[src/tdpt_pkg.sv]
// shared types and constants for the trial division prime test unit
// no dependencies; imported by every module of the block
`default_nettype none

package tdpt_pkg;

    // operand width: the low bits of the candidate that are tested, top bit is the sign
    localparam int VALUE_WIDTH = 32;
    localparam int CNT_W       = $clog2(VALUE_WIDTH);

    typedef logic [VALUE_WIDTH-1:0] value_t;

    // status of the shared divider as seen by the sequencer
    typedef struct packed {
        logic   busy;
        logic   done;
        value_t quotient;
        value_t remainder;
    } div_status_t;

endpackage

`default_nettype wire

[src/tdpt_divider.sv]
// iterative restoring divider, one quotient bit per cycle
// depends on tdpt_pkg for the operand width and the status struct
`default_nettype none

module tdpt_divider
    import tdpt_pkg::*;
(
    input  wire logic        clk,
    input  wire logic        rst_n,
    input  wire logic        start,
    input  wire value_t      dividend,
    input  wire value_t      divisor,
    output div_status_t      status
);

    logic             busy_reg, busy_next;
    logic             done_reg, done_next;
    logic [CNT_W-1:0] count_reg, count_next;
    value_t           rem_reg, rem_next;
    value_t           quo_reg, quo_next;
    value_t           div_reg, div_next;

    logic [VALUE_WIDTH:0] shifted;
    logic [VALUE_WIDTH:0] diff;
    logic                 ge;

    assign shifted = {rem_reg, quo_reg[VALUE_WIDTH-1]};
    assign ge      = shifted >= {1'b0, div_reg};
    assign diff    = shifted - {1'b0, div_reg};

    always_comb
    begin
        busy_next  = busy_reg;
        done_next  = 1'b0;
        count_next = count_reg;
        rem_next   = rem_reg;
        quo_next   = quo_reg;
        div_next   = div_reg;
        if (start)
        begin
            busy_next  = 1'b1;
            count_next = CNT_W'(VALUE_WIDTH - 1);
            rem_next   = '0;
            quo_next   = dividend;
            div_next   = divisor;
        end
        else if (busy_reg)
        begin
            // dividend bits shift out of the top while quotient bits enter below
            rem_next = ge ? diff[VALUE_WIDTH-1:0] : shifted[VALUE_WIDTH-1:0];
            quo_next = {quo_reg[VALUE_WIDTH-2:0], ge};
            if (count_reg == '0)
            begin
                busy_next = 1'b0;
                done_next = 1'b1;
            end
            else
            begin
                count_next = count_reg - CNT_W'(1);
            end
        end
    end

    always_ff @(posedge clk or negedge rst_n)
    begin
        if (!rst_n)
        begin
            busy_reg  <= 1'b0;
            done_reg  <= 1'b0;
            count_reg <= '0;
        end
        else
        begin
            busy_reg  <= busy_next;
            done_reg  <= done_next;
            count_reg <= count_next;
        end
    end

    always_ff @(posedge clk)
    begin
        rem_reg <= rem_next;
        quo_reg <= quo_next;
        div_reg <= div_next;
    end

    assign status.busy      = busy_reg;
    assign status.done      = done_reg;
    assign status.quotient  = quo_reg;
    assign status.remainder = rem_reg;

endmodule

`default_nettype wire

[src/trial_division_prime_test_unit.sv]
// top level of the trial division prime test: sequencer, result register, divider instance
// depends on tdpt_pkg and tdpt_divider
//
// usage:
//   input channel in_valid / in_ready carries candidate, a signed value whose
//   low VALUE_WIDTH bits are tested. output channel out_valid / out_ready
//   carries is_prime, exactly one beat per input beat, in order.
//   negative values, zero and one give 0, two and three give 1 without a division;
//   the result goes via the wait state to the output register, then in_ready rises.
//   other values are divided by d = 2, 3, 4, ... on one shared restoring divider.
//   each trial divisor costs a load step on the divider plus one quotient bit per
//   cycle; the same division gives n / d for the bound test d > n / d and n % d
//   for the factor test. a 31-bit prime takes up to about 46341 trial divisors.
//   in_ready is high only while no item is in work; one item at a time.
//   the result sits in an output register, so a new beat may be accepted
//   while the previous result still waits; a finished result waits in the
//   sequencer if the output register is still full.
//   reset (rst_n low, asynchronous) drops every item in work and clears out_valid.
`default_nettype none

module trial_division_prime_test_unit
    import tdpt_pkg::*;
(
    input  wire logic        clk,
    input  wire logic        rst_n,
    input  wire logic        in_valid,
    output logic             in_ready,
    input  wire logic [31:0] candidate,
    output logic             out_valid,
    input  wire logic        out_ready,
    output logic             is_prime
);

    localparam logic [1:0] S_IDLE = 2'd0;
    localparam logic [1:0] S_RUN  = 2'd1;
    localparam logic [1:0] S_WAIT = 2'd2;

    logic [1:0]  state_reg, state_next;
    logic        out_valid_reg, out_valid_next;
    logic        out_bit_reg, out_bit_next;
    logic        res_reg, res_next;
    value_t      n_reg, n_next;
    value_t      d_reg, d_next;

    logic        div_start;
    value_t      div_dividend;
    value_t      div_divisor;
    div_status_t div_status;

    value_t      value;
    logic        accept;
    logic        slot_free;
    value_t      d_inc;

    assign value     = candidate[VALUE_WIDTH-1:0];
    assign accept    = in_valid && in_ready;
    assign slot_free = !out_valid_reg || out_ready;
    assign d_inc     = d_reg + VALUE_WIDTH'(1);

    always_comb
    begin
        state_next     = state_reg;
        out_valid_next = out_valid_reg && !out_ready;
        out_bit_next   = out_bit_reg;
        res_next       = res_reg;
        n_next         = n_reg;
        d_next         = d_reg;
        div_start      = 1'b0;
        div_dividend   = n_reg;
        div_divisor    = d_inc;
        unique case (state_reg)
            S_IDLE:
            begin
                if (accept)
                begin
                    n_next = value;
                    priority if (value[VALUE_WIDTH-1] || value <= VALUE_WIDTH'(1))
                    begin
                        res_next   = 1'b0;
                        state_next = S_WAIT;
                    end
                    else if (value == VALUE_WIDTH'(2) || value == VALUE_WIDTH'(3))
                    begin
                        res_next   = 1'b1;
                        state_next = S_WAIT;
                    end
                    else
                    begin
                        d_next       = VALUE_WIDTH'(2);
                        div_start    = 1'b1;
                        div_dividend = value;
                        div_divisor  = VALUE_WIDTH'(2);
                        state_next   = S_RUN;
                    end
                end
            end
            S_RUN:
            begin
                if (div_status.done)
                begin
                    // bound first: once d exceeds n / d no factor is left
                    priority if (d_reg > div_status.quotient)
                    begin
                        res_next   = 1'b1;
                        state_next = S_WAIT;
                    end
                    else if (div_status.remainder == '0)
                    begin
                        res_next   = 1'b0;
                        state_next = S_WAIT;
                    end
                    else
                    begin
                        d_next    = d_inc;
                        div_start = 1'b1;
                    end
                end
            end
            S_WAIT:
            begin
                if (slot_free)
                begin
                    out_valid_next = 1'b1;
                    out_bit_next   = res_reg;
                    state_next     = S_IDLE;
                end
            end
            default:
            begin
                state_next = S_IDLE;
            end
        endcase
    end

    always_ff @(posedge clk or negedge rst_n)
    begin
        if (!rst_n)
        begin
            state_reg     <= S_IDLE;
            out_valid_reg <= 1'b0;
        end
        else
        begin
            state_reg     <= state_next;
            out_valid_reg <= out_valid_next;
        end
    end

    always_ff @(posedge clk)
    begin
        out_bit_reg <= out_bit_next;
        res_reg     <= res_next;
        n_reg       <= n_next;
        d_reg       <= d_next;
    end

    tdpt_divider u_divider (
        .clk      (clk),
        .rst_n    (rst_n),
        .start    (div_start),
        .dividend (div_dividend),
        .divisor  (div_divisor),
        .status   (div_status)
    );

    assign in_ready  = (state_reg == S_IDLE);
    assign out_valid = out_valid_reg;
    assign is_prime  = out_bit_reg;

    // no new beat is taken while the divider still works on the previous one
    assert property (@(posedge clk) disable iff (!rst_n)
        in_ready |-> !div_status.busy && !div_status.done)
        else $error("input ready while divider active");

    // a finished division only ever arrives while the sequencer waits for it
    assert property (@(posedge clk) disable iff (!rst_n)
        div_status.done |-> state_reg == S_RUN)
        else $error("divider done outside run state");

    // trial divisors start at two
    assert property (@(posedge clk) disable iff (!rst_n)
        state_reg == S_RUN |-> d_reg >= VALUE_WIDTH'(2))
        else $error("trial divisor below two");

    // a negative candidate is settled at once as not prime
    assert property (@(posedge clk) disable iff (!rst_n)
        accept && value[VALUE_WIDTH-1] |=> state_reg == S_WAIT && !res_reg)
        else $error("negative candidate not rejected");

endmodule

`default_nettype wire

[config.mk]
export PLATFORM = sky130hd
export DESIGN_NAME = trial_division_prime_test_unit
export DESIGN_NICKNAME = d
export VERILOG_FILES = /design/src/tdpt_pkg.sv /design/src/tdpt_divider.sv /design/src/trial_division_prime_test_unit.sv
export SDC_FILE = /design/constraint.sdc
export NUM_CORES = 1
export LEC_CHECK = 0
export ABC_AREA = 1
export BUFFER_PORTS_ARGS = -buffer_cell sky130_fd_sc_hd__buf_4
export CAP_MARGIN = 20
export CORE_ASPECT_RATIO = 0.6
export CORE_MARGIN = 4
export CORE_UTILIZATION = 30
export DETAILED_ROUTE_END_ITERATION = 8
export GPL_TIMING_DRIVEN = 0
export PLACE_DENSITY = 0.54
export SYNTH_ARGS = -nofsm -noshare
export SYNTH_HDL_FRONTEND = slang
export SYNTH_HIERARCHICAL = 1
export SYNTH_SLANG_ARGS = --single-unit
[constraint.sdc]
create_clock -name clk -period 10.84 [get_ports clk]
set_input_delay 1.084 -clock clk [delete_from_list [all_inputs] [get_ports clk]]
set_output_delay 1.084 -clock clk [all_outputs]
set_load 0.05 [all_outputs]
# --- Word level (Yosys, flattened, before mapping) ---
# Cells that the tools add are included.
op_classes:
  bitwise: 0
  mul: 0
  shift: 0
  magnitude_cmp: 3
  n_mux: 51
  reduce_logical: 18
  div_mod_pow: 0
  eq_ne: 14
  add_sub_neg: 3
op_table:
  columns: ["cell", "n"]
  rows:
  - ["$mux 32", 17]
  - ["$eq 32x2->1 const B", 2]
  - ["$pmux 32 s2", 1]
  - ["$ge 33x32->1", 1]
  - ["$add 32x1->32 const B", 1]
  - ["$gt 32x32->1", 1]
  - ["$le 32x1->1 const B", 1]
  - ["$logic_not 32->1", 1]
  - ["$sub 32x32->32", 1]
  - ["$mux 1", 20]
  - ["$mux 5", 3]
  - ["$mux 2", 7]
  - ["$ne 2x2->1 const B", 6]
  - ["$reduce_and 7->1", 1]
  - ["$pmux 2 s3", 1]
  - ["$reduce_and 2->1", 3]
  - ["$logic_not 5->1", 1]
  - ["$reduce_and 5->1", 1]
  - ["$sub 5x1->5 const B", 1]
  - ["$ne 2x1->1 const B", 2]
  - ["$pmux 1 s2", 2]
  - ["$reduce_and 4->1", 1]
  - ["$reduce_bool 2->1", 2]
  - ["$logic_or 1x1->1", 3]
  - ["7 further kinds", 9]
word_totals:
  ramBits: 0
  romBits: 0
  latchBits: 0
  output_inout_bits: 3
  regBits: 172
  inputBits: 36
  mem_count: 0
  wordCells: 101

# --- Depth between registers and ports, before layout ---
logic_depth:
  depth_word: 8
  depth_mapped: 25
  ltp_nobuf: 24

# --- Cells and area by module ---
# The synthesis kept the hierarchy.
modules_own_cells:
  columns: ["mod", "area_each_um2", "instances", "seq_area_each_um2", "cells_each"]
  rows:
  - ["tdpt_divider", 6969.2, 1, 2737.6, 994]
  - ["trial_division_prime_test_unit", 4951.0, 1, 2057.0, 654]

# --- Least setup slack after synthesis ---
# No wires, ideal clock.
synth_path:
  kind: "register to register"
  from: "register d_reg[19]"
  to: "register u_divider.quo_reg[0], enable pin"
  period_less_slack_ps: 5885
  required_time_ps: 10430
  t_arrival_ps: 5476
  setup_slack_ps: 4955
  n_path_buf: 2
  setup_ps: 410
  path_stages_with_launch: 17
  path_cell_list: "edfxtp_1 -> ha_1 -> nand2_1 -> inv_1 -> nand2_1 -> nand2_1 -> nand2_1 -> nand3_1 -> a21oi_1 -> nand2_1 -> nand2_1 -> nand3_1 -> o21ai_0 -> buf_2 -> nor2_1 -> inv_1 -> clkbuf_1"
synth_between:
  elab_chain_cells: 5
synth_lines:
  columns: ["element", "line_no", "source"]
  rows:
  - ["from (decl)", "trial_division_prime_test_unit.sv:43", "value_t d_reg, d_next;"]
  - ["from (signal assigned)", "trial_division_prime_test_unit.sv:154", "d_reg <= d_next;"]
  - ["$gt 32x32->1", "trial_division_prime_test_unit.sv:102", "priority if (d_reg > div_status.quotient)"]
  - ["$mux 1", "trial_division_prime_test_unit.sv:102", null]
  - ["$mux 1", "trial_division_prime_test_unit.sv:99", "if (div_status.done)"]
  - ["$pmux 1 s2", "trial_division_prime_test_unit.sv:71", "unique case (state_reg)"]
  - ["named net div_start", "trial_division_prime_test_unit.sv:45", "logic div_start;"]
  - ["$reduce_bool 2->1 (no line)", null, null]
  - ["to (signal assigned)", "tdpt_divider.sv:83", "quo_reg <= quo_next;"]
  - ["to (decl)", "tdpt_divider.sv:20", "value_t quo_reg, quo_next;"]
# The timed path passes the listed nets, and every way through them passes these cells.
# A chain may end at the register's enable or synchronous reset.

# --- Worst setup path after layout ---
layout_path:
  from: "input candidate[26]"
  to: "register u_divider.quo_reg[26], enable pin"
layout_between:
  elab_chain_cells: 7
  word_cells_on_any_way: 10
  classes_between: "order compare: 1; eq/ne: 2; mux: 4; reduce/logical: 3"
layout_lines:
  columns: ["element", "line_no", "source"]
  rows:
  - ["from (decl)", "trial_division_prime_test_unit.sv:28", "input wire logic [31:0] candidate,"]
  - ["branches (longest 3 deep; another with $le 32x1->1)", null, null]
  - ["$mux 1 *", "trial_division_prime_test_unit.sv:77", "priority if (value[VALUE_WIDTH-1] || value <= VALUE_WIDTH'(1))"]
  - ["$mux 1 *", "trial_division_prime_test_unit.sv:74", "if (accept)"]
  - ["$pmux 1 s2 *", "trial_division_prime_test_unit.sv:71", null]
  - ["named net div_start", "trial_division_prime_test_unit.sv:45", null]
  - ["$reduce_bool 2->1 (no line) *", null, null]
# Mark *: on every way through the listed nets, which the timed path passes.

==> metrics.md <==
| Metric | Value |
|---|---|
| Post-layout min period | 4.815 ns |
| Critical Path End Type | flop |
| Area grow syn2layout | 13.63% |
| I/O pin count | 39 |
| WS Path Type | primary input to flop |
| Initial Util | 30.47% |
| Antenna Nets Post-Route | 0 |
| RSZ-0062 raised after global routing | no |
| Share of cells above drive strength 1 | 8.895% |
| Worst slew margin | 34.31% |
| Vias/cell | 4.681 |
| Rows | 56 |
| # setup viols final | 0 |
| Most frequent cells in the layout | 565 x nand2_1, 321 x inv_1, 130 x edfxtp_1, 111 x nand3_1, 107 x nor2_1 |
| H-Tree Depth | 4 |
| Initial antenna violation count | 1 |
| Mapped cell area | 11910 um2 |
| Outcome | finished, final reports clean |
| First-pass GRT wire length | 54480 um |
| All-Layer GR Usage | 16.65% |
| Largest net degree at the start of global routing | 42 |
| Clk_lat worst skew | 0.45 ns |
| Clock transition at path regs | 0.08 ns |
| Avg Inst Size Synth | 7.233 um2 |
| Setup_tns | 0 ns |
| Die W | 265.3 um |
| Yosys warns | 6 |
| Initial DRC count | 1179 |
| Commonest non-fill, non-tap cell in the layout | nand2_1 |
| Root Buffer | clkbuf_16 |
| Total CTS buffers | 17 |
| WP data arrival | 5.00 ns |
| Core ar. | 39100 um2 |
| CP startpoint kind | primary input |
| Cts repair resizes | 0 |
| Initial DRT Pass Iterations | 7 |
| Achievable frequency | 0.2077 GHz |
| Worst-path fanout max | 32 |
| Post-synthesis instance total | 1647 |
| Final Hold Viols | 0 |
| Setup Buffers After CTS | 0 |
| Placed wire-length estimate | 29440 um |
| Fin crit share | 44.42% |
| Number of max-cap violations | 0 |
| Final wirelength | 36090 um |
| Worst vdd ir | 0.1171 mV |
| Vias | 10494 |
| Die Ht | 162.4 um |
| Sink Count | 172 |
| Max Clock Skew | 0.01476 ns |
| Syn Nets | 1751 |
| Grt total ovfl | 0 |
| IO buf count | 38 |
| Slew Viols, Final | 0 |
| WP data required | 11.02 ns |
| Worst reg2reg setup slack | 6.54 ns |
| Fin util | 34.62% |
| Final RePlAce weighted congestion | 0.9968 |
| Post-detailed-route wirelength per cell | 16.10 um |
| LEAKAGE | 6.889 nW |
| Post-CTS Hold Buffers | 0 |
| Ant diodes | 0 |
| Worst-case clock buffer depth | 2 |
| CTS tree | built |
| DRC Markers | 0 |
| Layout net count | 1811 |
| Tightest Pin Transition | 0.9853 ns |
| Hold Path Class | primary input to asynchronous set/reset pin |
| Pwr/cell area | 263.2 nW/um2 |
| Die Footprint | 43070 um2 |
| Vias in the first global route | 9186 |
==> routing by layer <==
metal  up-vias  GRT usage [%]  part of all wire [%]
met5         -              0                     0
met4         0          2.974                  0.72
met3        16          3.548                   9.5
met2       381          19.03                    33
met1      4818          29.75                    57
li1       5279              -                     -
==> path summary, 6_finish.rpt <==
| kind | start | end | cells past startpoint |
|---|---|---|---|
| setup / recovery | candidate[26] | u_divider/quo_reg[26]$_DFFE_PP_ | 17 |
| hold / removal | rst_n | u_divider/count_reg[1]$_DFFE_PN0P_ | 1 |
| setup reg to reg | d_reg[7]$_SDFFCE_PN0P_ | u_divider/quo_reg[23]$_DFFE_PP_ | 15 |
| hold reg to reg | res_reg$_DFFE_PP_ | is_prime$_DFFE_PP_ | 0 |
| max in group asynchronous | rst_n | state_reg[1]$_DFFE_PN0P_ | 1 |
| min in group clk | res_reg$_DFFE_PP_ | is_prime$_DFFE_PP_ | 0 |
==> cell type report <==
| cell class | instances | area (um2) |
|---|---|---|
| fillers | 4199 | 25560 |
| multi-input cells | 1104 | 5675 |
| flip-flops and latches | 172 | 4795 |
| inverters | 334 | 1254 |
| well taps | 522 | 653.1 |
| clock buffers | 20 | 489.2 |
| repair buffers | 41 | 345.3 |
| plain buffers | 37 | 212.7 |
| clock inverters | 12 | 112.6 |
==> power by group <==
part / switching (mW) / internal (mW)
combinational: 1.22 / 0.619
sequential: 0.130 / 0.956
clock: 0.295 / 0.339
total: 1.65 / 1.91
==> worst max-delay path: stages <==
cell      delay, ns
buf_4          0.11
inv_1          0.06
nand2_1        0.05
nor3_1         0.16
nand4_1        0.35
nor2_1         0.27
a21oi_2        0.20
nand2_2        0.17
buf_4          0.22
buf_4          0.25
o21ai_4        0.14
buf_12         0.19
buf_2          0.24
nor2_1         0.68
inv_1          0.20
clkbuf_2       0.29
buf_12         0.23
==> through the flow <==
| stage | setup WS [ns] | instances | hold WS, ns | instance area [um2] | total power, mW |
|---|---|---|---|---|---|
| after floorplan | 4.955 | 1647 | 0.4003 | 11910 | 2.363 |
| after global placement | 2.356 | 2207 | 0.4367 | 12850 | 2.866 |
| after detailed placement | 5.691 | 2210 | 0.4205 | 12930 | 2.903 |
| after CTS | 6.168 | 2242 | 0.4178 | 13540 | 3.549 |
| after global routing | 5.892 | 2242 | 0.4243 | 13540 | 3.851 |
| final | 6.025 | 2242 | 0.4427 | 13540 | 3.562 |
No activity file was read; power rests on OpenSTA's default activity.
